===== config.mk =====
export PLATFORM = sky130hd
export DESIGN_NAME = fmc_cell
export DESIGN_NICKNAME = d
export VERILOG_FILES = /design/src/hdl/fmc_pkg.sv /design/src/hdl/fmc_cell.sv
export SDC_FILE = /design/constraint.sdc
export NUM_CORES = 1
export LEC_CHECK = 0
export BUFFER_PORTS_ARGS = -buffer_cell sky130_fd_sc_hd__buf_4
export CAP_MARGIN = 30
export CORE_ASPECT_RATIO = 2
export CORE_MARGIN = 4
export CORE_UTILIZATION = 54
export CTS_BUF_LIST = sky130_fd_sc_hd__clkbuf_8
export DETAILED_ROUTE_END_ITERATION = 8
export MAX_ROUTING_LAYER = met4
export PLACE_DENSITY = 0.93
export SLEW_MARGIN = 20
export SYNTH_ARGS = -nofsm -noshare
export SYNTH_HDL_FRONTEND = slang
export SYNTH_SLANG_ARGS = --single-unit

===== constraint.sdc =====
create_clock -name clk -period 18.73 [get_ports clk]
set_input_delay 0 -clock clk [delete_from_list [all_inputs] [get_ports clk]]
set_output_delay 0 -clock clk [all_outputs]
set_load 0.01 [all_outputs]

===== src/hdl/fmc_pkg.sv =====
// ----------------------------------------------------------------------------
// fmc_pkg: shared types and constants of the first-match classifier
// Field widths, item codes, the token that moves down the cell chain and the
// prefix mask helper.
// ----------------------------------------------------------------------------
package fmc_pkg;

  // fixed field widths
  localparam int ADDR_W    = 32;
  localparam int PORT_W    = 16;
  localparam int SLOT_W    = 6;
  localparam int PFX_W     = 6;
  localparam int CNT_W     = 3;
  localparam int CFG_W     = 7;
  localparam int MAX_PORTS = 4;
  localparam int FULL_PFX  = 32;

  // parameter defaults
  localparam int RULES_DEF          = 64;
  localparam int PORTS_PER_RULE_DEF = 4;

  // item function codes
  typedef enum logic {
    FUNC_WRITE    = 1'b0,
    FUNC_CLASSIFY = 1'b1
  } fmc_func_t;

  // one item travelling down the cell chain, with its running search result
  typedef struct packed {
    logic                               valid;
    fmc_func_t                          func;
    logic [SLOT_W-1:0]                  slot;
    logic                               dir;
    logic                               rej;
    logic [ADDR_W-1:0]                  addr;
    logic [PFX_W-1:0]                   pfx;
    logic                               est;
    logic [CNT_W-1:0]                   cnt;
    logic [MAX_PORTS-1:0][PORT_W-1:0]   ports;
    logic                               found;
    logic                               hit_rej;
    logic [SLOT_W-1:0]                  hit_slot;
  } fmc_token_t;

  // address mask with the top pfx bits set; 32 and above is an exact match
  function automatic logic [ADDR_W-1:0] fmc_prefix_mask(input logic [PFX_W-1:0] pfx);
    logic [ADDR_W-1:0] mask;
    if (pfx == '0) begin
      mask = '0;
    end else if (pfx >= PFX_W'(FULL_PFX)) begin
      mask = '1;
    end else begin
      mask = ~({ADDR_W{1'b1}} >> pfx);
    end
    return mask;
  endfunction

endpackage


===== src/hdl/fmc_cell.sv =====
// ----------------------------------------------------------------------------
// fmc_cell: one rule slot of the classifier chain
// Holds one rule, loads it when a write for its slot passes, checks passing
// packets against it and forwards every token to the next cell.
// ----------------------------------------------------------------------------
module fmc_cell #(
  parameter int IDX            = 0,
  parameter int RULES          = fmc_pkg::RULES_DEF,
  parameter int PORTS_PER_RULE = fmc_pkg::PORTS_PER_RULE_DEF
) (
  input  logic                         clk,
  input  logic                         rst_n,
  input  logic                         advance,
  input  logic [fmc_pkg::CFG_W-1:0]    rules_in_use,
  input  fmc_pkg::fmc_token_t          tok_i,
  output fmc_pkg::fmc_token_t          tok_o
);

  localparam int IDX_W    = $clog2(RULES + 1);
  localparam int CMP_W    = (IDX_W > fmc_pkg::CFG_W ? IDX_W : fmc_pkg::CFG_W) + 1;
  localparam bit WRITABLE = (IDX < (1 << fmc_pkg::SLOT_W));

  // stored rule
  logic                                              dir_r;
  logic                                              rej_r;
  logic                                              est_r;
  logic [fmc_pkg::ADDR_W-1:0]                        addr_r;
  logic [fmc_pkg::ADDR_W-1:0]                        mask_r;
  logic [fmc_pkg::CNT_W-1:0]                         cnt_r;
  logic [PORTS_PER_RULE-1:0][fmc_pkg::PORT_W-1:0]    ports_r;

  // token register
  logic                 valid_r;
  fmc_pkg::fmc_token_t  pay_r;
  fmc_pkg::fmc_token_t  tok_nxt;

  logic                       rule_en;
  logic                       wr_en;
  logic                       port_hit;
  logic                       port_ok;
  logic                       match;
  logic [fmc_pkg::PFX_W-1:0]  pfx_clamp;
  logic [fmc_pkg::CNT_W-1:0]  cnt_clamp;

  // slot is searched when below the in-use count
  assign rule_en = (CMP_W'(rules_in_use) > CMP_W'(IDX));

  // rule write for this slot
  assign wr_en = advance && tok_i.valid && (tok_i.func == fmc_pkg::FUNC_WRITE) &&
                 WRITABLE && (tok_i.slot == fmc_pkg::SLOT_W'(IDX));

  assign pfx_clamp = (tok_i.pfx > fmc_pkg::PFX_W'(fmc_pkg::FULL_PFX)) ?
                     fmc_pkg::PFX_W'(fmc_pkg::FULL_PFX) : tok_i.pfx;
  assign cnt_clamp = (tok_i.cnt > fmc_pkg::CNT_W'(PORTS_PER_RULE)) ?
                     fmc_pkg::CNT_W'(PORTS_PER_RULE) : tok_i.cnt;

  always_ff @(posedge clk) begin
    if (wr_en) begin
      dir_r  <= tok_i.dir;
      rej_r  <= tok_i.rej;
      est_r  <= tok_i.est;
      addr_r <= tok_i.addr;
      mask_r <= fmc_pkg::fmc_prefix_mask(pfx_clamp);
      cnt_r  <= cnt_clamp;
      for (int k = 0; k < PORTS_PER_RULE; k++) begin
        ports_r[k] <= tok_i.ports[k];
      end
    end
  end

  // port list check, packet port rides in the first port field
  always_comb begin
    port_hit = 1'b0;
    for (int k = 0; k < PORTS_PER_RULE; k++) begin
      if ((fmc_pkg::CNT_W'(k) < cnt_r) && (ports_r[k] == tok_i.ports[0])) begin
        port_hit = 1'b1;
      end
    end
    port_ok = (cnt_r == '0) || port_hit;
  end

  // full rule match
  assign match = (dir_r == tok_i.dir) &&
                 (((addr_r ^ tok_i.addr) & mask_r) == '0) &&
                 port_ok &&
                 !(est_r && !tok_i.est);

  // record the first hit, otherwise pass the token unchanged
  always_comb begin
    tok_nxt = tok_i;
    if (tok_i.valid && (tok_i.func == fmc_pkg::FUNC_CLASSIFY) && !tok_i.found &&
        rule_en && match) begin
      tok_nxt.found    = 1'b1;
      tok_nxt.hit_rej  = rej_r;
      tok_nxt.hit_slot = fmc_pkg::SLOT_W'(IDX);
    end
  end

  // token valid
  always_ff @(posedge clk) begin
    if (!rst_n) begin
      valid_r <= 1'b0;
    end else if (advance) begin
      valid_r <= tok_nxt.valid;
    end
  end

  // token payload
  always_ff @(posedge clk) begin
    if (advance) begin
      pay_r <= tok_nxt;
    end
  end

  always_comb begin
    tok_o       = pay_r;
    tok_o.valid = valid_r;
  end

  // an earlier hit is never lost or overwritten
  a_hit_kept: assert property (@(posedge clk) disable iff (!rst_n)
    advance && tok_i.valid && tok_i.found |=>
      tok_o.valid && tok_o.found && (tok_o.hit_slot == $past(tok_i.hit_slot)))
    else $error("fmc_cell: earlier hit lost");

  // a slot past the in-use count never produces a hit
  a_unused_no_hit: assert property (@(posedge clk) disable iff (!rst_n)
    advance && tok_i.valid && !tok_i.found && !rule_en |=> !tok_o.found)
    else $error("fmc_cell: hit on a slot that is not in use");

endmodule


==> reports/qor.yml <==
power:
  powerDensity_nw_per_um2: 89.1
  seqPwrFrac_pct: 55.7
  peakVddDrop_v: 0.0000933
  internal-power_uw: 931
  p_comb_share_pct: 10.7
  total_switching_power_uw: 270
  switching_share_pct: 22.5
  power_mw: 1.20
  p_clk_share_pct: 33.6
  p_leak_nw: 5.16
clock_tree:
  cts_tree: "done"
  insertion_delay_ps: 500
  post-cts-setup-buffer-count: 0
  clock_path_buffers: 3
  cts_made_buffers: 35
  cts.sinks: 258
  ctsResizeCount: 0
  cts_root_buffer: "clkbuf_8"
  clkTransAtPathRegs_ps: 60
  htree_levels: 2
drt:
  wl_mm: 25.6
  ant_nets: 0
  post-route-drc-count: 0
  viasPerCell: 5.33
  wl_per_cell_um: 22.5
  vias: 6051
  drtIter0Drc: 324
  drt_pass1_iterations: 4
logic_synthesis:
  syn_area_um2: 9400
  yosysSeqAreaShare_pct: 82.3
  syn_nets: 623
  syn_area_per_cell_um2: 19.2
  synth.distinct_cells: 32
  synth_compound_area_share_pct: 3.09
  synth-seq-cells: 258
  syn_inst: 489
  netlist.area_leader.share_pct: 82.1
  synthXorXnorAreaFrac_pct: 9.04
  synthArstFlopShare_pct: 0
  synth_edf_count: 257
  synth_top_family_by_area: "XOR/XNOR gates"
  synthTopCellsByArea: "edfxtp_1, xor2_1, xnor2_1"
  muxShareOfSynthArea_pct: 0.266
  synth_warnings: 0
  synth_ff_type: "edfxtp_1"
  yosysTopAreaCell: "edfxtp_1"
  synth_fa_ha_area_share_pct: 0
  synthSimpleGateAreaFrac_pct: 4.66
placed_design:
  hpwl_mm: 16.2
  place.gp.congestion: 1.00
  placed_cell_area_um2: 11600
  numPortBuffers: 257
  place_worst_setup_slack_ps: 15630
final_layout:
  fin_nets: 1033
  register_area_um2: 7740
  drive_gt1_share_pct: 34.2
  multi_input_area_um2: 1610
  fillers: 901
  fin_area_um2: 13500
  mostFrequentLayoutCell: "buf_4"
  most-common-layout-cells: "buf_4, edfxtp_1, dlygate4sd3_1"
  syn_to_final_growth_pct: 43.3
flow_run:
  max-cap-violations: 0
timing:
  fmax_mhz: 351
  tightest_slew_ps: 936
  grt_setup_unrepaired: "false"
  hold_viol_final: 0
  fin_ws_ps: 15880
  maxSlewHeadroom_pct: 37.6
  setup_viol_count_final: 0
  final.period_utilization_pct: 15.2
  drv_slew: 0
  fin_crit_ps: 2850
  finClkSkew_ps: 22.1
  setup_tns_ps: 0
global_routing:
  grt_use_total_pct: 26.8
  grt_max_degree: 75
  grt_overflow_total: 0
  grt_pass1_vias: 6646
  grt_pass1_wl_mm: 38.2
  antenna_found_initial: 2
critical_path:
  crit_fanout: 68
  worstPathRequired_ps: 18840
  critPathArrivalTime_ps: 2960
  critPathLaunchType: "input pin"
  crit_path_end_kind: "register"
  path_class: "input pin to register"
floorplan:
  dieArea_um2: 19700
  die_w_um: 101
  core_area_um2: 17200
  rows: 68
  start_util_pct: 54.7
  die_h_um: 195
  io_pins: 258
min_path:
  hold_path.class: "input pin to register"
run_status:
  status: "completed"
-- power by group through the flow --
| stage | combinational [mW] | sequential [mW] | clock (mW) |
|---|---|---|---|
| 5_1_grt | 0.136 | 0.670 | 0.437 |
| 6_report | 0.129 | 0.668 | 0.403 |
| 3_5_place_dp | 0.105 | 0.679 | 0 |
| 4_1_cts | 0.127 | 0.667 | 0.405 |
| 3_3_place_gp | 0.102 | 0.678 | 0 |
| 2_1_floorplan | 0.0171 | 0.690 | 0 |
-- timing repair --
action                                  in CTS  in global routing
hold endpoints to repair                   253                  0
endpoints found under the setup margin       0                  0
hold buffers                               125                  0
-- synth_stat cells, types with 2 or more instances --
library cell / n
edfxtp_1: 257
xor2_1: 53
xnor2_1: 44
nand2_1: 17
nand4_1: 15
clkbuf_1: 11
nor4_1: 10
o21ai_0: 10
a22oi_1: 9
nor2_1: 7
a21o_1: 6
nor3_1: 6
and2b_2: 5
nand3_1: 5
nor2b_1: 5
or4_1: 4
inv_1: 3
nand2b_1: 3
a221oi_1: 2
a22o_1: 2
o21bai_1: 2
o31a_1: 2
or2_2: 2
-- worst paths after layout --
kind	endpoint	depth (start not counted)	slack, ps	startpoint
worst max-delay path	ports_r[54]	7	15880	tok_i[122]
worst min-delay path	tok_o[105]	1	180	advance
worst max register to register	tok_o[6]	7	16070	addr_r[29]
worst min register to register	tok_o[6]	1	560	rej_r
-- worst max-delay path, stage by stage --
cell	delay, ps
dlygate4sd3_1	580
buf_4	160
nor4_1	270
nand3_1	130
nor4_2	240
buf_4	710
buf_4	790
-- state kept, by name, summed over array words and instances, names as in the netlist --
signal / count
addr_r: 32
cnt_r: 3
dir_r: 1
est_r: 1
mask_r: 32
ports_r: 64
rej_r: 1
tok_o: 123
valid_r: 1
-- through the flow --
stage                     util, %  std cells  hold WS (ps)
after floorplan                 -        489          98.9
after global placement       67.3        947           187
after detailed placement     67.3        947           189
after CTS                    78.4       1134           182
after global routing         78.4       1136           203
final                        78.4       1136           176
-- logic make-up after synthesis --
group | after synthesis
flops | 258
xor+xnor | 97
simple gates | 79
compound gates | 38
buf+inv | 15
mux | 2
-- layout make-up --
cell class                 instances  area share [%]
sequential                       258            57.4
timing repair buffer             385            23.8
multi-input combinational        216            11.9
clock buffer                      38            3.88
tap                              210            1.95
clock inverter                    24           0.910
inverter                           3          0.0836
antenna                            2          0.0371
-- routing by layer --
layer / GRT usage (%) / share of wire, % / vias up
met4: 9.47 / 3.5 / 0
met2: 49.3 / 58 / 334
met5: - / 0 / -
li1: - / - / 2696
met1: 28.3 / 32 / 2958
met3: 3.95 / 6.3 / 63
(Power assumes the default switching activity.)
